## config.mk

```make
export PLATFORM = sky130hd
export DESIGN_NAME = som_bmu_csr
export DESIGN_NICKNAME = d
export VERILOG_FILES = /design/src/rtl/core/som_bmu_pkg.sv /design/src/rtl/core/som_bmu_csr.sv
export SDC_FILE = /design/constraint.sdc
export NUM_CORES = 1
export LEC_CHECK = 0
export ABC_AREA = 1
export BUFFER_PORTS_ARGS = -buffer_cell sky130_fd_sc_hd__buf_2
export CORE_ASPECT_RATIO = 0.8
export CORE_MARGIN = 2
export CORE_UTILIZATION = 33
export DETAILED_ROUTE_END_ITERATION = 10
export PLACE_DENSITY = 0.74
export SYNTH_ARGS = -nofsm -noshare
export SYNTH_HDL_FRONTEND = slang
export SYNTH_SLANG_ARGS = --single-unit
```

## constraint.sdc

```tcl
create_clock -name clock -period 0.8 [get_ports clock]
set_input_delay 0.04 -clock clock [delete_from_list [all_inputs] [get_ports clock]]
set_output_delay 0.04 -clock clock [all_outputs]
set_load 0.02 [all_outputs]
```

## src/rtl/core/som_bmu_pkg.sv

```systemverilog
// ----------------------------------------------------------------------------
// som_bmu_pkg
// Shared constants, register codes and inter-module types of the SOM
// best-matching-unit search block.
// ----------------------------------------------------------------------------
package som_bmu_pkg;

   // Fixed payload widths of the channels
   localparam int unsigned NODE_W    = 4;
   localparam int unsigned DIM_IDX_W = 5;
   localparam int unsigned ELEM_W    = 16;
   localparam int unsigned DIST_W    = 37;

   // Node coordinates inside the pipeline (covers maps up to 256 x 256)
   localparam int unsigned COORD_W = 8;

   localparam logic [DIST_W-1:0] DIST_MAX = '1;

   // Input item actions
   localparam logic ACTION_CODEBOOK = 1'b0;
   localparam logic ACTION_FEATURE  = 1'b1;

   // Control and status register port
   localparam int unsigned CSR_AW      = 4;
   localparam int unsigned CSR_DW      = 32;
   localparam int unsigned MAP_REG_W   = 5;
   localparam int unsigned DIMS_REG_W  = 6;

   typedef logic [1:0] reg_index_type;
   localparam reg_index_type REG_MAP_WIDTH   = 2'd0;
   localparam reg_index_type REG_MAP_HEIGHT  = 2'd1;
   localparam reg_index_type REG_VECTOR_DIMS = 2'd2;

   localparam logic [MAP_REG_W-1:0]  RESET_MAP_WIDTH   = 5'd16;
   localparam logic [MAP_REG_W-1:0]  RESET_MAP_HEIGHT  = 5'd16;
   localparam logic [DIMS_REG_W-1:0] RESET_VECTOR_DIMS = 6'd32;

   // Position of one element read within the scan
   typedef struct packed {
      logic               first_dim;
      logic               last_dim;
      logic               first_node;
      logic               last_node;
      logic [COORD_W-1:0] x;
      logic [COORD_W-1:0] y;
   } tag_type;

   typedef struct packed {
      logic    valid;
      tag_type tag;
   } issue_type;

   // Sequencer status toward the top level
   typedef struct packed {
      logic ready;
      logic load;
   } seq_status_type;

   // Winner reported by the distance unit
   typedef struct packed {
      logic               done;
      logic [COORD_W-1:0] x;
      logic [COORD_W-1:0] y;
      logic [DIST_W-1:0]  dist_sq;
   } result_type;

   // Saturate a register value to the range 1..hi
   function automatic int unsigned clamp_count(int unsigned v, int unsigned hi);
      int unsigned r;
      if (v < 1) begin
         r = 1;
      end else if (v > hi) begin
         r = hi;
      end else begin
         r = v;
      end
      return r;
   endfunction

endpackage

```

## src/rtl/core/som_bmu_csr.sv

```systemverilog
// ----------------------------------------------------------------------------
// som_bmu_csr
// Configuration registers behind an APB-style port: map size and dimensions.
// ----------------------------------------------------------------------------
module som_bmu_csr (
   input  logic                                  clock,
   input  logic                                  reset,
   input  logic                                  psel,
   input  logic                                  penable,
   input  logic                                  pwrite,
   input  logic [som_bmu_pkg::CSR_AW-1:0]        paddr,
   input  logic [som_bmu_pkg::CSR_DW-1:0]        pwdata,
   output logic [som_bmu_pkg::CSR_DW-1:0]        prdata,
   output logic                                  pready,
   output logic [som_bmu_pkg::MAP_REG_W-1:0]     map_width,
   output logic [som_bmu_pkg::MAP_REG_W-1:0]     map_height,
   output logic [som_bmu_pkg::DIMS_REG_W-1:0]    vector_dims
);
   import som_bmu_pkg::*;

   logic [MAP_REG_W-1:0]  map_width_ff;
   logic [MAP_REG_W-1:0]  map_height_ff;
   logic [DIMS_REG_W-1:0] vector_dims_ff;
   reg_index_type         reg_index;
   logic                  wr_en;

   assign pready    = 1'b1;
   assign reg_index = paddr[CSR_AW-1:2];
   assign wr_en     = psel & penable & pwrite;

   // Write on the access phase; unknown indexes drop the transfer
   always_ff @(posedge clock) begin
      if (reset) begin
         map_width_ff   <= RESET_MAP_WIDTH;
         map_height_ff  <= RESET_MAP_HEIGHT;
         vector_dims_ff <= RESET_VECTOR_DIMS;
      end else if (wr_en) begin
         unique case (reg_index)
            REG_MAP_WIDTH:   map_width_ff   <= pwdata[MAP_REG_W-1:0];
            REG_MAP_HEIGHT:  map_height_ff  <= pwdata[MAP_REG_W-1:0];
            REG_VECTOR_DIMS: vector_dims_ff <= pwdata[DIMS_REG_W-1:0];
            default: ;
         endcase
      end
   end

   // Read back
   always_comb begin
      unique case (reg_index)
         REG_MAP_WIDTH:   prdata = CSR_DW'(map_width_ff);
         REG_MAP_HEIGHT:  prdata = CSR_DW'(map_height_ff);
         REG_VECTOR_DIMS: prdata = CSR_DW'(vector_dims_ff);
         default:         prdata = '0;
      endcase
   end

   assign map_width   = map_width_ff;
   assign map_height  = map_height_ff;
   assign vector_dims = vector_dims_ff;

endmodule

```

==> flow_summary.json <==
{
  "core-area_sq_um": 2830,
  "drt_iter0_drc": 28,
  "fin_crit_sh_pct": 116,
  "path_buf_inv": 1,
  "leakagePower_nw": 0.727,
  "holdCritPathClass": "input pin to register",
  "synth_fa_ha_area_share_pct": 0,
  "cap_violations": 0,
  "io_pins": 90,
  "cts_buffers": 3,
  "pwr_density_cell_nw_per_um2": 1390,
  "grt_pass1_vias": 822,
  "synth-seq-cells": 16,
  "synth_area_sq_um": 1010,
  "synth_top_family_by_area": "simple AND/OR/NAND/NOR gates",
  "synth_edf_count": 0,
  "grtUsageTotal_pct": 14.9,
  "synth_common_cells": "nand2_1 (35), buf_4 (28), nor2_1 (27), nand3_1 (21), dfxtp_1 (16)",
  "skew_ns": 0,
  "h-tree-depth": 1,
  "synth_top_cell_by_area": "dfxtp_1",
  "drt.antenna.violating_nets": 0,
  "hp-start": "pwdata[4]",
  "critPathMaxFanout": 3,
  "cpMaxStageDelayCell": "dfxtp_2",
  "reg2regPathDepth": 3,
  "setup_slack_ns": -0.128,
  "outcome": "finished with violations",
  "dp_hpwl_um": 1740,
  "die_y_um": 53.5,
  "nets": 235,
  "cts_buffer_depth": 2,
  "totalPowerFinal_w": 0.00201,
  "clock-root-buffer": "clkbuf_8",
  "startpoint_type": "register",
  "die_w_um": 65.9,
  "min_to": "map_height[4]",
  "gp_congestion": 0.763,
  "path_clk_slew_ns": 0.07,
  "setup_viol": 9,
  "violations": "setup timing",
  "synth_top_cells_by_area": "dfxtp_1 (32%), buf_4 (21%), nand2_1 (13%)",
  "layout-drive-gt1-share_pct": 44.6,
  "antenna_found_initial": 0,
  "yosysTopAreaCellShare_pct": 31.6,
  "finalWirelength_um": 2450,
  "timing.rr.start": "vector_dims[1]",
  "synth_cells": 151,
  "reg2reg_slack_ns": 0.07,
  "synth_cell_types": 13,
  "synthArstFlopShare_pct": 0,
  "r2r_end": "vector_dims[1]",
  "syn_to_final_growth_pct": 42.8,
  "path_class": "register to output pin",
  "ir_worst_vdd_mv": 0.783,
  "port-buffer-count": 34,
  "crit_path_max_incr_delay_ns": 0.34,
  "final-hold-violation-count": 0,
  "fin_hold_ws_ns": 0.0505,
  "synth.mux.area_fraction_pct": 0,
  "synth_simple_gate_area_share_pct": 41.2,
  "syn_avg_cell_area_sq_um": 6.70,
  "cts_tree": "built",
  "worst_setup_path_end_kind": "output pin",
  "grt-ovfl-total": 0,
  "yosys_warnings": 0,
  "rsz0062_at_grt": "true",
  "path_cells": "nand2_2 -> nand3_2 -> buf_6",
  "synth_xor_area_share_pct": 0,
  "cts_sinks": 16,
  "fmax_mhz": 1080,
  "vias": 975,
  "drt-vias-per-instance": 4.22,
  "row_count": 17,
  "grt_pass1_wl_um": 3910,
  "yosysMostFrequentCell": "nand2_1",
  "synth_compound_gate_area_share_pct": 1.48,
  "start_util_pct": 35.8,
  "utilization_pct": 51.1,
  "drc_errors": 0,
  "wl_per_cell_um": 10.6,
  "synthFlopType": "dfxtp_1",
  "fillerInstances": 271,
  "crit_required_ns": 0.76,
  "diodes": 0,
  "cp.arrival_ns": 0.89,
  "slew_viol_final": 0,
  "grt_max_degree": 17,
  "finalCriticalPeriod_ns": 0.928,
  "path_delay_family": "flip-flops",
  "dieArea_sq_um": 3530,
  "hold_depth": 3,
  "firstDrtPassIters": 4,
  "synth_seq_area_share_pct": 31.6,
  "clk_latency_ns": 0.26
}
==> final cells by class <==
class / instances / area [sq um] / area share [%]
multi-input combinational: 121 / 583 / 40.3
tap: 38 / 47.5 / 3.29
timing repair buffer: 42 / 377 / 26.1
inverter: 10 / 37.5 / 2.60
sequential: 16 / 345 / 23.9
clock buffer: 4 / 55.1 / 3.81
==> sequential cells by signal, summed over array words and instances, names as in the netlist <==
| register | flops |
|---|---|
| map_height | 5 |
| map_width | 5 |
| vector_dims | 6 |
==> per-stage QoR <==
stage / setup TNS (ns) / area, sq um / std cells / worst slack, ns
floorplan: 0 / 1110 / 176 / 0.0327
global placement: -0.184 / 1160 / 222 / -0.0359
detailed placement: -0.450 / 1160 / 222 / -0.0460
CTS: -0.693 / 1360 / 227 / -0.127
global route: -1.20 / 1450 / 231 / -0.167
finish: -0.914 / 1450 / 231 / -0.128
==> cell families (layout without fill, tap and decap cells) <==
logic type	Yosys count	count (layout)
flip-flops	16	16
AO/OA/AOI/OAI	3	3
other	2	27
AND/OR/NAND/NOR	91	91
buffers and inverters	39	56
==> cell usage in the layout (no fill, tap or decap), drive strengths merged <==
master and n:
clkbuf 4, nand3 22, nor2 34, nand2 35, dlygate4sd3 1, buf 41
dfxtp 16, o21ai 3, conb 27, inv 10
==> tightest hold or removal path, delay by kind of cell <==
| kind | cells | cell delay, ns |
|---|---|---|
| simple gates | 2 | 0.12 |
| buf+inv | 1 | 0.11 |
==> how the worst max path moves through the flow <==
stage,cells past startpoint,endpoint,slack (ns),startpoint
floorplan,2,prdata[5],0.03,vector_dims[5]
global route,3,prdata[0],-0.17,map_height[0]
finish,3,prdata[0],-0.13,map_width[0]
global placement,6,prdata[2],-0.04,paddr[2]
CTS,3,prdata[0],-0.13,map_width[0]
detailed placement,6,prdata[0],-0.05,paddr[2]
==> repair_timing <==
item | CTS | global route
hold buffers | 1 | 0
setup buffers | 0 | 4
pin swaps | 4 | 1
endpoints found under the setup margin | 22 | 21
resized for setup | 54 | 18
hold endpoints to repair | 1 | 0
==> layer usage <==
metal / vias to the layer above / GRT usage (%) / wire, um
li1: 500 / - / -
met3: 7 / 5.02 / 203
met2: 40 / 22.2 / 1120
met4: 0 / 6.60 / 52
met1: 428 / 19.6 / 1080
met5: - / 0 / 0
==> where the power goes <==
group	internal (W)	switching, W	leakage (nW)
clock network	0.000438	0.000301	0.0288
logic	0.000144	0.000300	0.563
registers	0.000812	0.0000173	0.135
Power figures use the tool's default switching activity.
