**config.mk**
```make
export PLATFORM = sky130hd
export DESIGN_NAME = som_bmu_seq
export DESIGN_NICKNAME = d
export VERILOG_FILES = /design/src/rtl/core/som_bmu_pkg.sv /design/src/rtl/core/som_bmu_seq.sv
export SDC_FILE = /design/constraint.sdc
export NUM_CORES = 1
export LEC_CHECK = 0
export BUFFER_PORTS_ARGS = -buffer_cell sky130_fd_sc_hd__buf_2
export CAP_MARGIN = 20
export CORE_ASPECT_RATIO = 2
export CORE_MARGIN = 3
export CORE_UTILIZATION = 41
export CTS_CLUSTER_SIZE = 40
export DETAILED_ROUTE_END_ITERATION = 6
export PLACE_DENSITY = 0.68
export SLEW_MARGIN = 20
export SYNTH_ARGS = -nofsm -noshare
export SYNTH_HDL_FRONTEND = slang
export SYNTH_SLANG_ARGS = --single-unit
```
**constraint.sdc**
```tcl
create_clock -name clock -period 2.56 [get_ports clock]
set_input_delay 0.256 -clock clock [delete_from_list [all_inputs] [get_ports clock]]
set_output_delay 0.256 -clock clock [all_outputs]
set_load 0.05 [all_outputs]
```
**src/rtl/core/som_bmu_pkg.sv**
```systemverilog
// ----------------------------------------------------------------------------
// som_bmu_pkg
// Shared constants, register codes and inter-module types of the SOM
// best-matching-unit search block.
// ----------------------------------------------------------------------------
package som_bmu_pkg;

   // Fixed payload widths of the channels
   localparam int unsigned NODE_W    = 4;
   localparam int unsigned DIM_IDX_W = 5;
   localparam int unsigned ELEM_W    = 16;
   localparam int unsigned DIST_W    = 37;

   // Node coordinates inside the pipeline (covers maps up to 256 x 256)
   localparam int unsigned COORD_W = 8;

   localparam logic [DIST_W-1:0] DIST_MAX = '1;

   // Input item actions
   localparam logic ACTION_CODEBOOK = 1'b0;
   localparam logic ACTION_FEATURE  = 1'b1;

   // Control and status register port
   localparam int unsigned CSR_AW      = 4;
   localparam int unsigned CSR_DW      = 32;
   localparam int unsigned MAP_REG_W   = 5;
   localparam int unsigned DIMS_REG_W  = 6;

   typedef logic [1:0] reg_index_type;
   localparam reg_index_type REG_MAP_WIDTH   = 2'd0;
   localparam reg_index_type REG_MAP_HEIGHT  = 2'd1;
   localparam reg_index_type REG_VECTOR_DIMS = 2'd2;

   localparam logic [MAP_REG_W-1:0]  RESET_MAP_WIDTH   = 5'd16;
   localparam logic [MAP_REG_W-1:0]  RESET_MAP_HEIGHT  = 5'd16;
   localparam logic [DIMS_REG_W-1:0] RESET_VECTOR_DIMS = 6'd32;

   // Position of one element read within the scan
   typedef struct packed {
      logic               first_dim;
      logic               last_dim;
      logic               first_node;
      logic               last_node;
      logic [COORD_W-1:0] x;
      logic [COORD_W-1:0] y;
   } tag_type;

   typedef struct packed {
      logic    valid;
      tag_type tag;
   } issue_type;

   // Sequencer status toward the top level
   typedef struct packed {
      logic ready;
      logic load;
   } seq_status_type;

   // Winner reported by the distance unit
   typedef struct packed {
      logic               done;
      logic [COORD_W-1:0] x;
      logic [COORD_W-1:0] y;
      logic [DIST_W-1:0]  dist_sq;
   } result_type;

   // Saturate a register value to the range 1..hi
   function automatic int unsigned clamp_count(int unsigned v, int unsigned hi);
      int unsigned r;
      if (v < 1) begin
         r = 1;
      end else if (v > hi) begin
         r = hi;
      end else begin
         r = v;
      end
      return r;
   endfunction

endpackage

```
**src/rtl/core/som_bmu_seq.sv**
```systemverilog
// ----------------------------------------------------------------------------
// som_bmu_seq
// Scan sequencer: walks rows, columns and dimensions, one element read per
// cycle, then waits for the winner and posts it to the result register.
// ----------------------------------------------------------------------------
module som_bmu_seq #(
   parameter int unsigned MAX_MAP_X = 16,
   parameter int unsigned MAX_MAP_Y = 16,
   parameter int unsigned MAX_DIMS  = 32,
   localparam int unsigned CB_DEPTH = MAX_MAP_X * MAX_MAP_Y * MAX_DIMS,
   localparam int unsigned CB_AW    = (CB_DEPTH > 1) ? $clog2(CB_DEPTH) : 1,
   localparam int unsigned XW       = (MAX_MAP_X > 1) ? $clog2(MAX_MAP_X) : 1,
   localparam int unsigned YW       = (MAX_MAP_Y > 1) ? $clog2(MAX_MAP_Y) : 1,
   localparam int unsigned DW       = (MAX_DIMS > 1) ? $clog2(MAX_DIMS) : 1
) (
   input  logic                                clock,
   input  logic                                reset,
   input  logic                                start,
   input  logic                                done,
   input  logic                                rsp_free,
   input  logic [som_bmu_pkg::MAP_REG_W-1:0]   map_width,
   input  logic [som_bmu_pkg::MAP_REG_W-1:0]   map_height,
   input  logic [som_bmu_pkg::DIMS_REG_W-1:0]  vector_dims,
   output som_bmu_pkg::issue_type              issue,
   output logic [CB_AW-1:0]                    cb_raddr,
   output logic [DW-1:0]                       fb_raddr,
   output som_bmu_pkg::seq_status_type         status
);
   import som_bmu_pkg::*;

   typedef enum logic [1:0] {IDLE, SCAN, WAIT, HOLD} state_type;

   state_type     state_ff;
   logic [XW-1:0] x_ff, x_last_ff;
   logic [YW-1:0] y_ff, y_last_ff;
   logic [DW-1:0] d_ff, d_last_ff;
   logic          x_end, y_end, d_end;

   assign x_end = (x_ff == x_last_ff);
   assign y_end = (y_ff == y_last_ff);
   assign d_end = (d_ff == d_last_ff);

   // Hold state, limits and scan counters
   always_ff @(posedge clock) begin
      if (reset) begin
         state_ff <= IDLE;
      end else begin
         unique case (state_ff)
            IDLE: begin
               if (start) begin
                  x_last_ff <= XW'(clamp_count(32'(map_width), MAX_MAP_X) - 1);
                  y_last_ff <= YW'(clamp_count(32'(map_height), MAX_MAP_Y) - 1);
                  d_last_ff <= DW'(clamp_count(32'(vector_dims), MAX_DIMS) - 1);
                  x_ff      <= '0;
                  y_ff      <= '0;
                  d_ff      <= '0;
                  state_ff  <= SCAN;
               end
            end
            SCAN: begin
               if (d_end) begin
                  d_ff <= '0;
                  if (x_end) begin
                     x_ff <= '0;
                     if (y_end) begin
                        state_ff <= WAIT;
                     end else begin
                        y_ff <= y_ff + 1'b1;
                     end
                  end else begin
                     x_ff <= x_ff + 1'b1;
                  end
               end else begin
                  d_ff <= d_ff + 1'b1;
               end
            end
            WAIT: begin
               if (done) begin
                  state_ff <= HOLD;
               end
            end
            HOLD: begin
               if (rsp_free) begin
                  state_ff <= IDLE;
               end
            end
            default: state_ff <= IDLE;
         endcase
      end
   end

   // Issue one element read per scan cycle
   assign issue.valid          = (state_ff == SCAN);
   assign issue.tag.first_dim  = (d_ff == '0);
   assign issue.tag.last_dim   = d_end;
   assign issue.tag.first_node = (x_ff == '0) && (y_ff == '0);
   assign issue.tag.last_node  = x_end && y_end;
   assign issue.tag.x          = COORD_W'(x_ff);
   assign issue.tag.y          = COORD_W'(y_ff);

   assign cb_raddr = CB_AW'((32'(y_ff) * MAX_MAP_X + 32'(x_ff)) * MAX_DIMS + 32'(d_ff));
   assign fb_raddr = d_ff;

   assign status.ready = (state_ff == IDLE);
   assign status.load  = (state_ff == HOLD) && rsp_free;

`ifndef NO_ASSERTIONS
   a_start_blocks: assert property (@(posedge clock) disable iff (reset)
      start |=> !status.ready)
      else $error("sequencer still ready after a search start");
   a_done_when_waiting: assert property (@(posedge clock) disable iff (reset)
      done |-> (state_ff == WAIT))
      else $error("winner reported outside the wait state");
`endif

endmodule

```
==> results of run 1 <==
worst max-delay path: stages, from the launching register on:
cell	delay (ns)
edfxtp_1	0.51
inv_1	0.10
ha_1	0.13
or4b_1	0.44
nor3b_2	0.16
buf_2	0.28
power breakdown:
part	internal, mW	switching, mW
logic	0.307	0.721
clock network	0.209	0.126
registers	0.630	0.111
per-layer routing:
layer | global-route usage [%] | up-vias | wire length, µm
li1 | - | 642 | -
met1 | 14.4 | 588 | 1180
met2 | 23.1 | 36 | 1870
met3 | 0.442 | 4 | 160
met4 | 5.91 | 0 | 67
met5 | 0 | - | 0
through the flow:
stage	util (%)	hold WS, ns	cell area (µm²)	total power, mW	std cells
2_1_floorplan	-	0.426	1920	1.63	180
3_3_place_gp	47.9	0.554	2100	1.78	267
3_5_place_dp	47.9	0.562	2100	1.79	267
5_1_grt	49.5	0.291	2170	2.23	271
4_1_cts	49.5	0.275	2170	2.13	271
6_report	49.5	0.276	2170	2.10	271
cells in the mapped netlist, drive strengths merged:
| master | number |
|---|---|
| nand3 | 6 |
| nand4 | 2 |
| or3 | 1 |
| inv | 16 |
| dfxtp | 2 |
| nor4b | 1 |
| conb | 1 |
| a211o | 1 |
| nand2b | 8 |
| and2 | 3 |
| ha | 13 |
| nor3b | 2 |
| o221ai | 1 |
| o21bai | 4 |
| or4b | 1 |
| o211a | 1 |
| or2b | 4 |
| nand2 | 4 |
| nor2 | 16 |
| buf | 22 |
| o21ai | 2 |
| xor2 | 4 |
| o31ai | 2 |
| mux2i | 2 |
| a21oi | 4 |
| and3 | 1 |
| nor3 | 3 |
| edfxtp | 26 |
| xnor2 | 19 |
| nor4 | 1 |
path summary, 6_finish.rpt:
| kind | startpoint | endpoint |
|---|---|---|
| min reg2reg | state_ff[0] | state_ff[0] |
| max reg2reg | state_ff[1] | y_ff[2] |
| min | map_height[4] | y_last_ff[3] |
| max | x_ff[0] | issue[17] |
registers in the layout (all words and copies together) (netlist names):
signal	cells
d_last_ff	5
fb_raddr	5
x_ff	4
x_last_ff	4
y_ff	4
y_last_ff	4
state_ff	2
final cells by class:
| cell class | count | area share (%) |
|---|---|---|
| Inverter | 16 | 2.77 |
| Clock inverter | 1 | 1.38 |
| Timing Repair Buffer | 55 | 12.9 |
| Sequential cell | 28 | 37.8 |
| Clock buffer | 3 | 1.90 |
| Tap cell | 54 | 3.11 |
| Multi-Input combinational cell | 114 | 40.1 |
cells by family after synthesis:
logic type,share of synthesized area (%)
other,0.200
DFF,43.7
muxes,1.07
AOI/OAI and AO/OA,6.26
buffers and inverters,12.0
xor gates and xnor gates,11.5
and+or+nand+nor,16.6
adders and majority gates,8.66
==> reports/results.tsv, run 1 <==
metric	value	unit
status	finished, final reports clean	
path_class	reg2out	
fin_crit_sh	83.0	%
core	4380	µm²
dpl_worst_slack	0.617	ns
cts-resized-gates	0	
ys_seq_elements	28	
cts_tree	built	
portBuffers	53	
hold_class	in2reg	
finalSetupTns	0	ns
rsz0062_at_grt	false	
ff2ff_path_depth	7	
grt_pass1_wl	5220	µm
grt_pass1_vias	1173	
yosysSeqAreaShare	43.7	%
drt_iter0_drc	13	
worstSkewPairLatency	0.27	ns
hold_buffers	0	
drv_cap	0	
end_kind	output pin	
cellLeakagePower	0.937	nW
hold_violations	0	
die_x	53.9	µm
grt_max_degree	17	
start_util	42.9	%
netlist.area_leader.share	41.5	%
post_cts_buffers	0	
antenna_found_initial	0	
yosysTopAreaCell	edfxtp_1	
viasPerCell	4.69	
critPathRequiredTime	2.30	ns
clockBufferDepth	2	
drive_gt1_share	33.6	%
yosysWarnings	0	
syn_area	1880	µm²
grt_overflow	0	
setup_violations	0	
h-tree-depth	1	
multi_input_area	871	µm²
wirelength	3280	µm
ant_nets	0	
fin_crit	2.13	ns
die-area	5480	µm²
synthTopCellsByArea	edfxtp_1 42%, buf_4 8.8%, ha_1 8.7%	
clkSlewWorstSetupHoldPaths	0.09	ns
peakVddDrop	0.633	mV
pwr_density_cell	970	nW/µm²
vias	1270	
layout_setup_ws	0.434	ns
grt_util_all_layers	12.7	%
synth.distinct_cells	37	
diodes	0	
firstDrtPassIters	4	
fillers	415	
die_y	102	µm
r2r_slack	0.63	ns
synthCells	173	
hold_depth	2	
layout_common_cells	53 x buf_2, 26 x edfxtp_1, 17 x xnor2_1	
ff_latch_area	821	µm²
fin_skew	0.00859	ns
cp_data_arrival_time	1.87	ns
wl_per_cell	12.1	µm
dp_hpwl	2740	µm
cts.sinks	28	
numCtsBuffers	3	
cp_max_fo	7	
max_freq	0.470	GHz
report.final.slew_viol_count	0	
pin_count	62	
syn_to_final_growth	15.5	%
layout.nets	252	
synth_area_per_cell	10.9	µm²
cp-start-kind	flip-flop	
place_congestion	0.835	
fp-row-count	34	
cts_root_buffer	clkbuf_8	
final_common_cell	buf_2	
drc	0	
(Power assumes the default switching activity.)
==> run 2, diff against run 1 <==
PLACE_DENSITY = 0.71   (was 0.68)
clock period = 1.94 ns   (was 2.56 ns; I/O delays follow)
==> reports/results.tsv, run 2 (synthesized netlist as in run 1, its figures left out) <==
metric	value	unit	change
status	finished, final reports clean		
worstSkewPairLatency	0.27	ns	about the same
ff_latch_area	821	µm²	unchanged
fillers	410		-1.2%
grt_pass1_vias	1302		+11%
portBuffers	53		unchanged
die-area	5480	µm²	unchanged
cts_tree	built		
diodes	0		unchanged
ff2ff_path_depth	5		-2
dpl.cell_count	277		+3.7%
h-tree-depth	1		unchanged
cp-start-kind	flip-flop		
cts.sinks	28		unchanged
finalSetupTns	0	ns	unchanged
dp_hpwl	2920	µm	+6.4%
numCtsBuffers	3		unchanged
worstReg2RegStart	fb_raddr[1]		
pin_count	62		unchanged
fin_skew	0.00542	ns	-0.00316 ns
wirelength	3510	µm	+7.2%
fin_crit_sh	96.6	%	
grt_util_all_layers	14.3	%	+1.6 points
syn_to_final_growth	20.1	%	
rsz0062_at_grt	true		
vias	1326		+4.4%
cts_root_buffer	clkbuf_8		
crit_path_start	x_ff[1]		
clkSlewWorstSetupHoldPaths	0.09	ns	about the same
critPathRequiredTime	1.75	ns	-0.55 ns
peakVddDrop	0.706	mV	+12%
drc	0		unchanged
layout.nets	263		+4.4%
cp_max_fo	2		-5
timing.hold.ws	0.207	ns	-0.0692 ns
drv_cap	0		unchanged
viasPerCell	4.70		+0.34%
firstDrtPassIters	4		unchanged
place_area	2200	µm²	+4.6%
antenna_found_initial	0		unchanged
fin_cells	282		+4.1%
report.final.slew_viol_count	0		unchanged
wl_per_cell	12.5	µm	+3.0%
die_y	102	µm	unchanged
drive_gt1_share	38.6	%	+5.0 points
hold_violations	0		unchanged
ant_nets	0		unchanged
grt_overflow	0		unchanged
layout_common_cells	51 x buf_2, 26 x edfxtp_1, 17 x xnor2_1		
place_congestion	0.722		-14%
r2r-end	y_ff[2]		
final_common_cell	buf_2		
drt_iter0_drc	10		-3
die_x	53.9	µm	unchanged
core	4380	µm²	unchanged
end_kind	output pin		
r2r_slack	0.19	ns	-0.44 ns
fin_crit	1.87	ns	
pwr_density_cell	1220	nW/µm²	+26%
clockBufferDepth	2		unchanged
start_util	42.9	%	unchanged
cp_data_arrival_time	1.68	ns	-0.19 ns
setup_violations	0		unchanged
path_class	reg2out		
crit_path_end	issue[17]		
multi_input_area	892	µm²	+2.4%
fin_area	2260	µm²	+4.0%
max_freq	0.534	GHz	
layout_setup_ws	0.0659	ns	-0.368 ns
hold_class	in2reg		
grt_pass1_wl	5740	µm	+10%
cellLeakagePower	0.984	nW	+5.0%
dpl_worst_slack	0.195	ns	-0.422 ns
fp-row-count	34		unchanged
grt_max_degree	16		-1
[run 2: cell count changes in the layout (fill, tap and decap cells not counted), moves of 2 or more]
cell   delta
buf_4    +11
buf_2     -2
ha_1      -2
ha_2      +2
[run 2: critical path: stages (launching register included)]
cell,delay (ns)
edfxtp_1,0.40
inv_1,0.07
ha_1,0.12
or4b_4,0.46
nor3b_4,0.19
buf_6,0.18
[run 2: worst min-delay path by stage]
stage                    from            to  slack [ns]  depth (start not counted)
2_1_floorplan  vector_dims[5]  d_last_ff[3]        0.36                          1
3_3_place_gp     map_width[4]  x_last_ff[3]        0.49                          2
3_5_place_dp    map_height[4]  y_last_ff[3]        0.49                          2
4_1_cts         map_height[4]  y_last_ff[3]        0.20                          2
5_1_grt         map_height[4]  y_last_ff[3]        0.22                          2
6_report        map_height[4]  y_last_ff[3]        0.21                          2
[run 2: report_power, final]
group	internal [mW]	switching (mW)	leakage (nW)
sequential	0.829	0.0909	0.258
clock	0.142	0.174	0.0231
combinational	0.480	1.04	0.704
[run 2: timing repair]
action / CTS / global route
setup endpoints to repair: 1 / 1
pin swaps: 0 / 1
buffers inserted: 0 / 1
gates resized for setup: 1 / 2
hold buffers: 0 / 0
[run 2: per-layer routing]
metal	global-route usage, %	part of all wire (%)	vias to the layer above
met5	0	0	-
met4	6.50	2.0	0
met3	2.36	6.4	4
met2	26.7	57	45
met1	14.3	35	610
li1	-	-	667
[run 2: area by class of cell]
class | count | share of cell area [%]
multi-input cells | 114 | 39.5
flip-flops and latches | 28 | 36.4
repair buffers | 66 | 16.5
well taps | 54 | 2.99
inverters | 16 | 2.66
clock buffers | 3 | 1.83
clock inverters | 1 | 0.166
[run 2: stage by stage]
stage | total power [mW] | util, %
final | 2.75 | 51.5
after global routing | 2.93 | 51.5
after CTS | 2.78 | 51.2
after detailed placement | 2.46 | 50.1
after global placement | 2.45 | 50.1
after floorplan | 2.17 | -
==> run 3, diff against run 2 <==
ABC_AREA = 1   (was unset)
PLACE_DENSITY = 0.7   (was 0.71)
==> reports/results.tsv, run 3 <==
metric	value	unit	change
cts_tree	built		
cp_num_buf_inv	3		+1
worstSkewPairLatency	0.27	ns	about the same
fin_skew	0.00331	ns	-0.00212 ns
hold_depth	4		+2
portBuffers	53		unchanged
core	4640	µm²	+5.9%
grt_util_all_layers	13.1	%	-1.1 points
ys_async_sr_fraction	0	%	unchanged
post_cts_buffers	0		unchanged
dp_hpwl	3250	µm	+11%
grt_max_degree	16		unchanged
cp_max_fo	6		+4
slowest_stage	edfxtp_1		
netlist.area_leader.share	39.2	%	-2.3 points
hold_buffers	0		unchanged
peakVddDrop	0.808	mV	+14%
hold_violations	0		unchanged
clkSlewWorstSetupHoldPaths	0.09	ns	about the same
fin_util	49.7	%	-1.8 points
pwr_density_cell	1400	nW/µm²	+15%
fin_cells	352		+25%
antenna_found_initial	0		unchanged
viasPerCell	4.43		-5.8%
max_freq	0.562	GHz	+5.3%
finalSetupTns	0	ns	unchanged
die_x	55.3	µm	+2.6%
multi_input_area	863	µm²	-3.2%
grt_overflow	0		unchanged
synth_edf_count	26		unchanged
fillers	487		+19%
die_y	105	µm	+2.7%
cellLeakagePower	1.21	nW	+22%
vias	1559		+18%
cts-resized-gates	0		-1
yosys-top-cells-count	53 x nand2_1, 48 x inv_1, 32 x nor2_1		
synth_area_per_cell	7.99	µm²	-26%
fin_crit	1.78	ns	-0.0945 ns
ff2ff_path_depth	7		+2
critPathRequiredTime	1.75	ns	about the same
diodes	0		unchanged
clockBufferDepth	2		unchanged
crit_cells	6		+1
drv_cap	0		unchanged
cp_data_arrival_time	1.59	ns	-0.09 ns
pin_count	62		unchanged
synthTopCellsByArea	edfxtp_1 39%, nand2_1 10%, inv_1 9.1%		
ys_seq_elements	28		unchanged
synth.most_common_cell	nand2_1		
fin_crit_sh	91.7	%	-4.9 points
yosysTopAreaCell	edfxtp_1		
grt_pass1_vias	1468		+13%
h-tree-depth	1		unchanged
drt_iter0_drc	26		+16
ant_nets	0		unchanged
ff_latch_area	821	µm²	unchanged
dpl.cell_count	348		+26%
crit_family	buffers and inverters		
synth.distinct_cells	25		-32%
firstDrtPassIters	4		unchanged
drive_gt1_share	26.6	%	-12 points
yosysSeqAreaShare	41.3	%	-2.4 points
rsz0062_at_grt	false		
end_kind	output pin		
status	finished, final reports clean		
numCtsBuffers	3		unchanged
drc	0		unchanged
path_class	reg2out		
syn_area	1990	µm²	+5.9%
cp-start-kind	flip-flop		
die-area	5770	µm²	+5.3%
syn_to_final_growth	16.0	%	
yosysWarnings	0		unchanged
crit_chain	buf_4, inv_1, ha_1, nand4_1, nor3_2, buf_2		
fp-row-count	35		+2.9%
ys.flop_type	edfxtp_1		
place_congestion	0.799		+11%
layout.nets	332		+26%
start_util	42.9	%	about the same
slowest_delay	0.43	ns	-0.03 ns
hold_class	in2reg		
grt_pass1_wl	6250	µm	+8.9%
cts_root_buffer	clkbuf_8		
report.final.slew_viol_count	0		unchanged
cts.sinks	28		unchanged
setup_violations	0		unchanged
synthCells	249		+44%
wl_per_cell	10.7	µm	-14%
layout_common_cells	53 x nand2_1, 53 x buf_2, 48 x inv_1		
wirelength	3780	µm	+7.5%
==> run 3: logic make-up (layout without fill, tap and decap cells) <==
group,count (synthesis),after routing,share of synthesized area [%]
other cells,1,8,0.188
fa+ha+maj,13,13,8.18
flops,28,28,41.3
compound gates,12,12,3.46
xor+xnor,13,13,5.72
simple gates,108,108,23.0
buf+inv,74,115,18.2
==> run 3: area by class of cell <==
| type | instances | share of cell area (%) |
|---|---|---|
| Clock inverter | 1 | 0.163 |
| Inverter | 51 | 8.30 |
| Sequential cell | 28 | 35.6 |
| Clock buffer | 3 | 1.79 |
| Timing Repair Buffer | 60 | 13.8 |
| Multi-Input combinational cell | 154 | 37.4 |
| Tap cell | 55 | 2.98 |
==> run 3: worst paths after layout <==
path                 endpoint  slack (ns)        start
setup / recovery    issue[17]        0.16      x_ff[0]
hold / removal    state_ff[1]        0.20        reset
setup reg to reg      y_ff[1]        0.18  fb_raddr[3]
hold reg to reg   state_ff[1]        0.54  state_ff[1]
==> run 3: tightest hold or removal path, stage by stage <==
cell	delay, ns
buf_2	0.09
inv_1	0.06
nand2_1	0.06
nor2_1	0.03
==> run 3: layer usage <==
layer	track usage, %	part of all wire (%)	up-vias	routed length, µm
li1	-	-	827	-
met1	14.2	40	683	1520
met2	25.3	54	43	2040
met3	0.373	3.9	6	146
met4	5.91	1.9	0	73
met5	0	0	-	0
==> run 3: metrics by stage <==
stage | setup slack, ns | power, mW | area, µm² | hold slack, ns
2_1_floorplan | 0.0282 | 2.63 | 2050 | 0.362
3_5_place_dp | 0.144 | 2.96 | 2260 | 0.494
4_1_cts | 0.127 | 3.27 | 2310 | 0.197
6_report | 0.160 | 3.24 | 2310 | 0.204
3_3_place_gp | 0.247 | 2.92 | 2260 | 0.496
5_1_grt | 0.00179 | 3.46 | 2310 | 0.244
==> run 3: power breakdown <==
part           total [mW]  internal [mW]  switching [mW]
sequential           1.02          0.867           0.157
combinational        1.90          0.513            1.38
clock               0.316          0.142           0.174
total                3.24           1.52            1.71
