<file path="src/rtl/core/som_bmu_pkg.sv">
// ----------------------------------------------------------------------------
// som_bmu_pkg
// Shared constants, register codes and inter-module types of the SOM
// best-matching-unit search block.
// ----------------------------------------------------------------------------
package som_bmu_pkg;

   // Fixed payload widths of the channels
   localparam int unsigned NODE_W    = 4;
   localparam int unsigned DIM_IDX_W = 5;
   localparam int unsigned ELEM_W    = 16;
   localparam int unsigned DIST_W    = 37;

   // Node coordinates inside the pipeline (covers maps up to 256 x 256)
   localparam int unsigned COORD_W = 8;

   localparam logic [DIST_W-1:0] DIST_MAX = '1;

   // Input item actions
   localparam logic ACTION_CODEBOOK = 1'b0;
   localparam logic ACTION_FEATURE  = 1'b1;

   // Control and status register port
   localparam int unsigned CSR_AW      = 4;
   localparam int unsigned CSR_DW      = 32;
   localparam int unsigned MAP_REG_W   = 5;
   localparam int unsigned DIMS_REG_W  = 6;

   typedef logic [1:0] reg_index_type;
   localparam reg_index_type REG_MAP_WIDTH   = 2'd0;
   localparam reg_index_type REG_MAP_HEIGHT  = 2'd1;
   localparam reg_index_type REG_VECTOR_DIMS = 2'd2;

   localparam logic [MAP_REG_W-1:0]  RESET_MAP_WIDTH   = 5'd16;
   localparam logic [MAP_REG_W-1:0]  RESET_MAP_HEIGHT  = 5'd16;
   localparam logic [DIMS_REG_W-1:0] RESET_VECTOR_DIMS = 6'd32;

   // Position of one element read within the scan
   typedef struct packed {
      logic               first_dim;
      logic               last_dim;
      logic               first_node;
      logic               last_node;
      logic [COORD_W-1:0] x;
      logic [COORD_W-1:0] y;
   } tag_type;

   typedef struct packed {
      logic    valid;
      tag_type tag;
   } issue_type;

   // Sequencer status toward the top level
   typedef struct packed {
      logic ready;
      logic load;
   } seq_status_type;

   // Winner reported by the distance unit
   typedef struct packed {
      logic               done;
      logic [COORD_W-1:0] x;
      logic [COORD_W-1:0] y;
      logic [DIST_W-1:0]  dist_sq;
   } result_type;

   // Saturate a register value to the range 1..hi
   function automatic int unsigned clamp_count(int unsigned v, int unsigned hi);
      int unsigned r;
      if (v < 1) begin
         r = 1;
      end else if (v > hi) begin
         r = hi;
      end else begin
         r = v;
      end
      return r;
   endfunction

endpackage

</file>
<file path="src/rtl/core/som_bmu_dist.sv">
// ----------------------------------------------------------------------------
// som_bmu_dist
// Shared distance unit: subtract, square and accumulate one element per
// cycle, then compare each node total against the best so far.
// ----------------------------------------------------------------------------
module som_bmu_dist #(
   parameter int unsigned VALUE_BITS = 16,
   localparam int unsigned DIFF_W    = VALUE_BITS + 1,
   localparam int unsigned SQ_W      = 2 * DIFF_W,
   localparam int unsigned SUM_W     =
      ((SQ_W > som_bmu_pkg::DIST_W) ? SQ_W : som_bmu_pkg::DIST_W) + 1
) (
   input  logic                         clock,
   input  logic                         reset,
   input  som_bmu_pkg::issue_type       issue,
   input  logic signed [VALUE_BITS-1:0] cb_rdata,
   input  logic signed [VALUE_BITS-1:0] fb_rdata,
   output som_bmu_pkg::result_type      result
);
   import som_bmu_pkg::*;

   issue_type                 tag1_ff, tag2_ff, tag3_ff;
   logic                      node_vld_ff;
   tag_type                   node_tag_ff;
   logic                      done_ff;
   logic signed [DIFF_W-1:0]  diff_ff;
   logic signed [SQ_W-1:0]    prod;
   logic [SQ_W-1:0]           sq_ff;
   logic [SUM_W-1:0]          sum;
   logic [DIST_W-1:0]         acc_ff, acc_in;
   logic [DIST_W-1:0]         best_dist_ff;
   logic [COORD_W-1:0]        best_x_ff, best_y_ff;
   logic                      better;

   // Square of the difference; the product never goes negative
   assign prod = diff_ff * diff_ff;

   // Saturating accumulate, restarted on the first dimension of a node
   assign sum    = (tag3_ff.tag.first_dim ? '0 : SUM_W'(acc_ff)) + SUM_W'(sq_ff);
   assign acc_in = (sum > SUM_W'(DIST_MAX)) ? DIST_MAX : sum[DIST_W-1:0];

   // First node always wins; later ones only when strictly smaller
   assign better = node_tag_ff.first_node || (acc_ff < best_dist_ff);

   // Advance the stage valids
   always_ff @(posedge clock) begin
      if (reset) begin
         tag1_ff     <= '0;
         tag2_ff     <= '0;
         tag3_ff     <= '0;
         node_vld_ff <= 1'b0;
         done_ff     <= 1'b0;
      end else begin
         tag1_ff     <= issue;
         tag2_ff     <= tag1_ff;
         tag3_ff     <= tag2_ff;
         node_vld_ff <= tag3_ff.valid && tag3_ff.tag.last_dim;
         done_ff     <= node_vld_ff && node_tag_ff.last_node;
      end
   end

   // Datapath stages
   always_ff @(posedge clock) begin
      diff_ff <= DIFF_W'(cb_rdata) - DIFF_W'(fb_rdata);
      sq_ff   <= unsigned'(prod);
      if (tag3_ff.valid) begin
         acc_ff      <= acc_in;
         node_tag_ff <= tag3_ff.tag;
      end
      if (node_vld_ff && better) begin
         best_dist_ff <= acc_ff;
         best_x_ff    <= node_tag_ff.x;
         best_y_ff    <= node_tag_ff.y;
      end
   end

   assign result.done    = done_ff;
   assign result.x       = best_x_ff;
   assign result.y       = best_y_ff;
   assign result.dist_sq = best_dist_ff;

`ifndef NO_ASSERTIONS
   a_done_single: assert property (@(posedge clock) disable iff (reset)
      done_ff |=> !done_ff)
      else $error("winner strobe longer than one cycle");
`endif

endmodule

</file>
<file path="config.mk">
export PLATFORM = sky130hd
export DESIGN_NAME = som_bmu_dist
export DESIGN_NICKNAME = d
export VERILOG_FILES = /design/src/rtl/core/som_bmu_pkg.sv /design/src/rtl/core/som_bmu_dist.sv
export SDC_FILE = /design/constraint.sdc
export NUM_CORES = 1
export LEC_CHECK = 0
export BUFFER_PORTS_ARGS = -buffer_cell sky130_fd_sc_hd__buf_2
export CORE_ASPECT_RATIO = 0.7
export CORE_UTILIZATION = 61
export CTS_CLUSTER_DIAMETER = 150
export DETAILED_ROUTE_END_ITERATION = 7
export PLACE_DENSITY = 0.8
export SYNTH_ARGS = -nofsm -noshare
export SYNTH_HDL_FRONTEND = slang
export SYNTH_SLANG_ARGS = --single-unit
export TNS_END_PERCENT = 30
</file>
<file path="constraint.sdc">
create_clock -name clock -period 8.4 [get_ports clock]
set_clock_uncertainty 0.05 [all_clocks]
set_input_delay 0.42 -clock clock [delete_from_list [all_inputs] [get_ports clock]]
set_output_delay 0.42 -clock clock [all_outputs]
set_load 0.02 [all_outputs]
</file>
==> flow_metrics.tcl, run 1 <==
set metrics [dict create \
    design_area_mm2 0.0214 \
    via_per_inst 5.37 \
    num_io_pins 109 \
    cts_resized 0 \
    setup_violations 0 \
    synth_area_leaders "fa_1 27%, edfxtp_1 16%, dfxtp_1 12%" \
    syn_area_mm2 0.0197 \
    synth_commonest_cells "421 x inv_1, 267 x fa_1, 180 x ha_1, 141 x nand2_1, 129 x nor2b_1" \
    syn_nets 2445 \
    nets 2543 \
    finalCritPeriodShare_pct 87.2 \
    vias 13300 \
    cts_max_level 1 \
    die_w_um 217 \
    cp_cell_sequence "nand2_1, fa_1, inv_1, fa_1, inv_1, fa_1, inv_1, fa_1, fa_1, inv_1, fa_1, inv_1, ha_1, a2111oi_0, o21ai_0, o21a_1, a221oi_1, a211oi_1, o21ai_0, a31oi_1, o21a_1, nor2_1, xnor2_1" \
    cp-start-kind "register" \
    r2r_slack_ns 1.08 \
    crit_end "sq_ff[33]" \
    status "completed" \
    cp_slowest_cell "dfxtp_1" \
    crit_top_cell "fa_1" \
    synth_edf_count 108 \
    crit_path_end_kind "register" \
    dpl-instance-area_mm2 0.0207 \
    relSlewSlack_pct 26.3 \
    postCtsSetupBuffers 0 \
    gp_congestion 0.884 \
    fp.dieH_um 152 \
    start_util_pct 62.6 \
    crit_path_max_incr_delay_ns 0.91 \
    ys_seq_area_share_pct 28.1 \
    critPathMaxFanout 20 \
    slew_violations 0 \
    crit_required_ns 8.80 \
    rsz0062_at_grt "no" \
    rr_endpoint "sq_ff[33]" \
    wl_per_cell_um 15.9 \
    drive_gt1_share_pct 8.56 \
    clockBufferDepth 3 \
    cts_inserted_buffers 22 \
    io_buffers 108 \
    async_flop_share_pct 0 \
    cp-startpoint "diff_ff[5]" \
    grt_pass1_vias 14500 \
    synth_area_per_cell_um2 10.1 \
    drt_wl_total_mm 39.3 \
    synth_top_flop_cell "dfxtp_1" \
    die_area_mm2 0.0330 \
    ys_ff_latch 223 \
    tns_ns 0 \
    cp_num_buf_inv 5 \
    pre_cts_ws_ns 1.25 \
    insertion_delay_ns 0.52 \
    drtIter0Drc 752 \
    regToRegStartpoint "diff_ff[5]" \
    remaining_drc_errors 0 \
    clk_pin_slew_ns 0.07 \
    hold_viol 0 \
    yosysTopAreaCellShare_pct 27.1 \
    numClockSinks 223 \
    route.antenna.remaining_nets 0 \
    fin_crit_ns 7.32 \
    crit_type "register to register" \
    grt_pass1_wl_mm 68.5 \
    syn_inst 1943 \
    maxCapViolCount 0 \
    tritoncts "done" \
    overflow 0 \
    track_usage_pct 25.5 \
    critical_path_depth 23 \
    yosysTopAreaCell "fa_1" \
    fmax_mhz 137 \
    hp-class "input port to register" \
    ys_warn_count 0 \
    grt_antenna_before_repair 0 \
    antennaDiodeCount 0 \
    arrival_ns 7.72 \
    synthToLayoutAreaGrowth_pct 8.49 \
    worstMarginPinSlew_ns 1.11 \
    synth.most_common_cell "inv_1" \
    setup_ws_ns 1.08 \
    first_pass_iters 6 \
    cts-root-buf "clkbuf_16" \
    ys_types 61 \
    path_delay_family "adder cells" \
    holdBufCountCts 0 \
    rows 54 \
    reg2reg_depth 23 \
    fp.coreArea_mm2 0.0315 \
    grt_max_degree 66 \
    dp_hpwl_mm 31.3 \
]
## cell type report
cell class / instances / area (µm²)
timing repair buffer: 119 / 623
tap: 420 / 526
sequential: 223 / 5550
inverter: 421 / 1580
fill: 2433 / 10100
clock buffer: 28 / 626
clock inverter: 11 / 76.3
multi-input combinational: 1254 / 12400
## layer usage
metal  up-vias  GRT usage, %  wire length [µm]
met5         -             0                 0
met4         0          5.43               670
met3        57          3.65              2110
met2       356          44.3             19500
met1      6580          34.2             17100
li1       6301             -                 -
## stage by stage
stage,std cells,hold WS (ns),utilization [%]
2_1_floorplan,1943,0.336,-
5_1_grt,2476,0.0508,67.9
4_1_cts,2476,0.0389,67.9
3_3_place_gp,2437,0.336,65.7
3_5_place_dp,2437,0.339,65.7
6_report,2476,0.0569,67.9
## cells in the final DEF, fill, tap and decap left out, types with 11 or more instances in the layout
master	netlist	layout
nand3_1	21	21
buf_2	5	108
nand2b_1	21	21
a211oi_1	11	11
nor2b_1	129	129
clkbuf_16	0	24
a21o_1	32	32
buf_4	1	11
ha_1	180	180
a21oi_1	71	71
dfxtp_1	115	114
o21ai_0	45	45
nand2_1	141	141
and2_1	58	58
a31oi_1	11	11
nor2_1	62	62
inv_1	421	421
fa_1	267	267
xor2_1	27	27
edfxtp_1	108	108
xnor2_1	56	56
## worst min-delay path by stage
| stage | startpoint | end | slack (ns) | cells past startpoint |
|---|---|---|---|---|
| finish | issue[1] | tag1_ff[1] | 0.06 | 2 |
| global route | issue[2] | tag1_ff[2] | 0.05 | 2 |
| CTS | issue[2] | tag1_ff[2] | 0.04 | 2 |
| detailed placement | tag3_ff[1] | node_tag_ff[1] | 0.34 | 0 |
| global placement | tag3_ff[7] | node_tag_ff[7] | 0.34 | 0 |
| floorplan | tag3_ff[0] | node_tag_ff[0] | 0.34 | 0 |
## cells by family (layout without fill, tap and decap cells)
family / after synthesis / count (layout) / synth area share, %
adders and majority gates: 447 / 447 / 38.6
muxes: 4 / 4 / 0.203
AOI/OAI and AO/OA: 232 / 232 / 7.60
DFF: 223 / 223 / 28.1
buffers and inverters: 466 / 579 / 8.93
and+or+nand+nor: 488 / 488 / 12.9
xor gates and xnor gates: 83 / 83 / 3.69
## sequential cells by signal, indices dropped and copies added (netlist names)
name	flops
acc_ff	37
best_dist_ff	37
best_x_ff	8
best_y_ff	8
diff_ff	17
done_ff	1
node_tag_ff	18
node_vld_ff	1
sq_ff	33
tag1_ff	21
tag2_ff	21
tag3_ff	21
Power of run 1 is not shown: default switching activity piles up to over one toggle a cycle in this logic, so the estimate is an artifact.
==> run 2: changes to the inputs <==
--- a/config.mk
+++ b/config.mk
@@ -7,10 +7,10 @@
 export LEC_CHECK = 0
 export BUFFER_PORTS_ARGS = -buffer_cell sky130_fd_sc_hd__buf_2
 export CORE_ASPECT_RATIO = 0.7
-export CORE_UTILIZATION = 61
+export CORE_UTILIZATION = 57
 export CTS_CLUSTER_DIAMETER = 150
 export DETAILED_ROUTE_END_ITERATION = 7
-export PLACE_DENSITY = 0.8
+export PLACE_DENSITY = 0.78
 export SYNTH_ARGS = -nofsm -noshare
 export SYNTH_HDL_FRONTEND = slang
 export SYNTH_SLANG_ARGS = --single-unit
==> constraint.sdc (replaced) <==
create_clock -name clock -period 6.21 [get_ports clock]
set_clock_uncertainty 0.05 [all_clocks]
set_input_delay 0.3105 -clock clock [delete_from_list [all_inputs] [get_ports clock]]
set_output_delay 0.3105 -clock clock [all_outputs]
set_load 0.02 [all_outputs]
==> run 2 against run 1 <==
Compared with the run above: setup slack got worse by 0.96 ns; via count rose by 6.2%; maximum frequency rose by 20%; first-iteration DRC count rose by 21%; critical path depth fell by 2; hold slack got worse by 0.0053 ns; final cell count rose by 8.1%; wire length rose by 12%; non-clock buffer count rose by 154; count of clock-buffer cells in the layout rose by 4; die area rose by 6.9%; largest cell class unchanged.
==> flow_metrics.tcl, run 2 (same netlist as run 1, synthesis figures left out) <==
set metrics [dict create \
    clk_pin_slew_ns 0.07 \
    r2r_slack_ns 0.12 \
    grt_pass1_wl_mm 72.0 \
    setup_violations 0 \
    vias 14100 \
    instances_no_fill 2676 \
    finalCritPeriodShare_pct 98.1 \
    cts_inserted_buffers 23 \
    remaining_drc_errors 0 \
    grt_antenna_before_repair 0 \
    drt_wl_total_mm 44.0 \
    hold_viol 0 \
    fp.dieH_um 158 \
    critPathMaxFanout 6 \
    wl_per_cell_um 16.4 \
    numClockSinks 223 \
    crit_end "sq_ff[29]" \
    fin_crit_ns 6.09 \
    tritoncts "done" \
    first_pass_iters 7 \
    clockBufferDepth 3 \
    status "completed" \
    crit_required_ns 6.61 \
    worstMarginPinSlew_ns 1.15 \
    reg2reg_depth 21 \
    synthToLayoutAreaGrowth_pct 18.4 \
    nets 2698 \
    nFillCells 2457 \
    insertion_delay_ns 0.53 \
    die_area_mm2 0.0353 \
    slew_violations 0 \
    final_common_cell "inv_1" \
    largestRegisters "acc_ff (37), best_dist_ff (37), sq_ff (33)" \
    via_per_inst 5.28 \
    drtIter0Drc 911 \
    die_w_um 224 \
    start_util_pct 58.3 \
    overflow 0 \
    io_buffers 108 \
    cts-root-buf "clkbuf_16" \
    rr_endpoint "sq_ff[29]" \
    dp_hpwl_mm 33.4 \
    gp_congestion 0.935 \
    hp-class "input port to register" \
    antennaDiodeCount 0 \
    drive_gt1_share_pct 18.5 \
    rsz0062_at_grt "yes" \
    relSlewSlack_pct 23.4 \
    place_inst 2601 \
    arrival_ns 6.49 \
    num_io_pins 109 \
    crit_type "register to register" \
    route.antenna.remaining_nets 0 \
    grt_max_degree 66 \
    layout_common_cells "408 x inv_1, 255 x fa_1, 171 x ha_1, 131 x nand2_1, 129 x buf_4" \
    cp-start-kind "register" \
    regToRegStartpoint "diff_ff[16]" \
    cts_max_level 1 \
    track_usage_pct 25.7 \
    maxCapViolCount 0 \
    fmax_mhz 164 \
    multiInputGateArea_mm2 0.0128 \
    final-seq-area_mm2 0.00560 \
    fp.coreArea_mm2 0.0338 \
    cp-startpoint "diff_ff[16]" \
    rows 56 \
    grt_pass1_vias 15000 \
    crit_path_end_kind "register" \
]
==> run 2: cell count changes in the layout (fill, tap and decap cells not counted), sizes merged <==
cell / delta
buf: +131
bufinv: +2
clkbuf: +5
clkinv: -5
dlygate4sd3: +22
inv: +1
==> run 2: layer usage <==
layer | track usage (%) | part of all wire, % | wire [µm] | up-vias
met5 | 0 | 0 | 0 | -
met4 | 7.48 | 2.7 | 1180 | 0
met3 | 3.27 | 4.8 | 2130 | 86
met2 | 45.2 | 51 | 22300 | 409
met1 | 33.4 | 42 | 18400 | 7005
li1 | - | - | - | 6618
==> run 2: worst min-delay path by stage <==
stage | slack (ns) | startpoint | depth (start not counted) | endpoint
after floorplan | 0.34 | tag3_ff[0] | 0 | node_tag_ff[0]
after global placement | 0.34 | tag3_ff[6] | 0 | node_tag_ff[6]
after detailed placement | 0.34 | tag3_ff[7] | 0 | node_tag_ff[7]
after CTS | 0.007 | issue[10] | 2 | tag1_ff[10]
after global routing | 0.06 | fb_rdata[1] | 3 | diff_ff[1]
final | 0.05 | fb_rdata[1] | 3 | diff_ff[1]
==> run 2: what timing repair did <==
item                                   CTS  global route
resized for setup                       29           116
setup buffers                            5             9
hold buffers                            21             1
gates cloned                             0             1
pin swaps                               11            70
setup endpoints to repair                8            10
endpoints found under the hold margin   21             1
==> run 2: area by class of cell <==
| class | instances | area share (%) |
|---|---|---|
| Clock buffer | 32 | 2.93 |
| Timing Repair Buffer | 273 | 8.35 |
| Tap cell | 464 | 2.49 |
| Multi-Input combinational cell | 1254 | 55.0 |
| Inverter | 421 | 6.78 |
| Sequential cell | 223 | 24.0 |
| Clock inverter | 9 | 0.483 |
==> run 2: critical path, stage by stage (launching register included) <==
cell,delay [ns]
dfxtp_4,0.38
and2_4,0.17
fa_2,0.60
inv_2,0.05
fa_1,0.53
inv_1,0.05
fa_1,0.46
fa_1,0.50
fa_1,0.56
inv_1,0.06
fa_1,0.54
inv_1,0.07
ha_4,0.25
a21oi_2,0.15
nor2b_1,0.08
or2_4,0.24
a221oi_4,0.31
a211oi_2,0.13
or2_1,0.28
a31o_2,0.26
a21oi_2,0.15
xnor2_1,0.14
==> run 2: through the flow <==
| stage | hold WS (ns) | setup slack [ns] | area, µm² | utilization [%] | TNS [ns] |
|---|---|---|---|---|---|
| 2_1_floorplan | 0.336 | 0.0237 | 19700 | - | 0 |
| 3_3_place_gp | 0.336 | -0.0998 | 21700 | 64.2 | -0.284 |
| 3_5_place_dp | 0.341 | -0.251 | 21700 | 64.2 | -1.07 |
| 4_1_cts | 0.00745 | -0.0266 | 22800 | 67.5 | -0.0754 |
| 5_1_grt | 0.0596 | -0.115 | 23300 | 69.0 | -0.293 |
| 6_report | 0.0516 | 0.119 | 23300 | 69.0 | 0 |
Power of run 2 is left out for the same reason.
==> run 3: changes to the inputs <==
--- a/config.mk
+++ b/config.mk
@@ -10,7 +10,7 @@
 export CORE_UTILIZATION = 57
 export CTS_CLUSTER_DIAMETER = 150
 export DETAILED_ROUTE_END_ITERATION = 7
-export PLACE_DENSITY = 0.78
+export PLACE_DENSITY = 0.81
 export SYNTH_ARGS = -nofsm -noshare
 export SYNTH_HDL_FRONTEND = slang
 export SYNTH_SLANG_ARGS = --single-unit
==> run 3 against run 2 <==
Compared with the run above: first-iteration DRC count rose by 9.9%; final cell count about the same; wire length fell by 1.1%; setup slack improved by 0.018 ns; sequential share of layout area is essentially flat; global-route usage fell by 0.34 points; core utilization down 0.11 points.
==> flow_metrics.tcl, run 3 (same netlist as run 1, synthesis figures left out) <==
set metrics [dict create \
    status "completed" \
    cp-start-kind "register" \
    clk_pin_slew_ns 0.06 \
    grt_antenna_before_repair 0 \
    tritoncts "done" \
    crit_top_cell "fa_1" \
    first_pass_iters 5 \
    place_inst 2590 \
    hp-class "input port to register" \
    fmax_mhz 165 \
    clockBufferDepth 3 \
    fin_crit_ns 6.07 \
    track_usage_pct 25.3 \
    drive_gt1_share_pct 18.2 \
    crit_required_ns 6.58 \
    cts_max_level 1 \
    crit_path_end_kind "register" \
    r2r_slack_ns 0.14 \
    fp.dieH_um 158 \
    critPathMaxFanout 6 \
    synthToLayoutAreaGrowth_pct 18.2 \
    crit_type "register to register" \
    largestRegisters "acc_ff (37), best_dist_ff (37), sq_ff (33)" \
    num_io_pins 109 \
    fp.coreArea_mm2 0.0338 \
    reg2reg_depth 25 \
    hp-start "fb_rdata[1]" \
    grt_max_degree 66 \
    crit_path_max_incr_delay_ns 0.58 \
    hold_end "diff_ff[1]" \
    start_util_pct 58.3 \
    dp_hpwl_mm 33.1 \
    layout_common_cells "412 x inv_1, 258 x fa_1, 166 x ha_1, 133 x nand2_1, 128 x nor2b_1" \
    arrival_ns 6.44 \
    nets 2697 \
    regToRegStartpoint "diff_ff[6]" \
    relSlewSlack_pct 26.9 \
    wl_per_cell_um 16.3 \
    io_buffers 108 \
    grt_pass1_vias 14900 \
    hold_viol 0 \
    worstMarginPinSlew_ns 1.10 \
    remaining_drc_errors 0 \
    rr_endpoint "sq_ff[33]" \
    vias 14100 \
    instances_no_fill 2675 \
    cts-root-buf "clkbuf_16" \
    overflow 0 \
    design_area_mm2 0.0233 \
    final_common_cell "inv_1" \
    antennaDiodeCount 0 \
    drt_wl_total_mm 43.5 \
    insertion_delay_ns 0.53 \
    gp_congestion 0.919 \
    rsz0062_at_grt "yes" \
    setup_violations 0 \
    cp_slowest_cell "fa_1" \
    maxCapViolCount 0 \
    finalCritPeriodShare_pct 97.8 \
    cts_inserted_buffers 22 \
    grt_pass1_wl_mm 71.4 \
    rows 56 \
    die_w_um 224 \
    route.antenna.remaining_nets 0 \
    slew_violations 0 \
    die_area_mm2 0.0353 \
    numClockSinks 223 \
    holdPathStages 3 \
    dpl-instance-area_mm2 0.0216 \
    drtIter0Drc 1001 \
    via_per_inst 5.29 \
]
-- run 3: critical path: cells and delay by family, from the launching register on --
family | cells | cell delay, ns
compound gates | 6 | 1.06
xor+xnor | 1 | 0.11
fa+ha+maj | 7 | 3.32
buf+inv | 8 | 0.74
flops | 1 | 0.37
simple gates | 3 | 0.33
-- run 3: per-stage QoR --
| stage | util (%) | hold slack, ns | setup WS, ns | setup TNS, ns |
|---|---|---|---|---|
| floorplan | - | 0.336 | 0.0237 | 0 |
| global placement | 64.0 | 0.336 | -0.113 | -0.245 |
| detailed placement | 64.0 | 0.339 | -0.254 | -1.22 |
| CTS | 67.3 | 0.0639 | 0.00318 | 0 |
| global route | 68.9 | 0.0798 | -0.106 | -0.392 |
| finish | 68.9 | 0.0748 | 0.137 | 0 |
-- run 3: what timing repair did --
item,4_1_cts,5_1_grt
endpoints found under the setup margin,8,12
pin swaps,9,74
hold endpoints to repair,22,0
hold buffers,22,0
setup buffers,7,17
gates resized for setup,30,104
-- run 3: layout make-up --
type,count,area (µm²)
Inverter,421,1580
Clock inverter,7,46.3
Clock buffer,33,697
Timing Repair Buffer,273,1960
Tap cell,464,581
Multi-Input combinational cell,1254,12800
Fill cell,2407,10500
Sequential cell,223,5590
-- run 3: worst max-delay path by stage --
stage,from,endpoint,slack [ns],cells after the start
floorplan,diff_ff[16],sq_ff[29],0.02,22
global placement,diff_ff[6],sq_ff[33],-0.11,23
detailed placement,diff_ff[9],sq_ff[30],-0.25,23
CTS,diff_ff[16],sq_ff[33],0.003,22
global route,diff_ff[5],sq_ff[33],-0.11,23
finish,diff_ff[6],sq_ff[33],0.14,25
-- run 3: per-layer routing --
layer | wire length (µm) | global-route usage [%] | share of wire, %
met1 | 18200 | 33.5 | 42
met3 | 2610 | 3.86 | 6.0
met5 | 0 | 0 | 0
met2 | 21700 | 43.8 | 50
met4 | 1030 | 6.61 | 2.4
Power of run 3 is left out for the same reason.
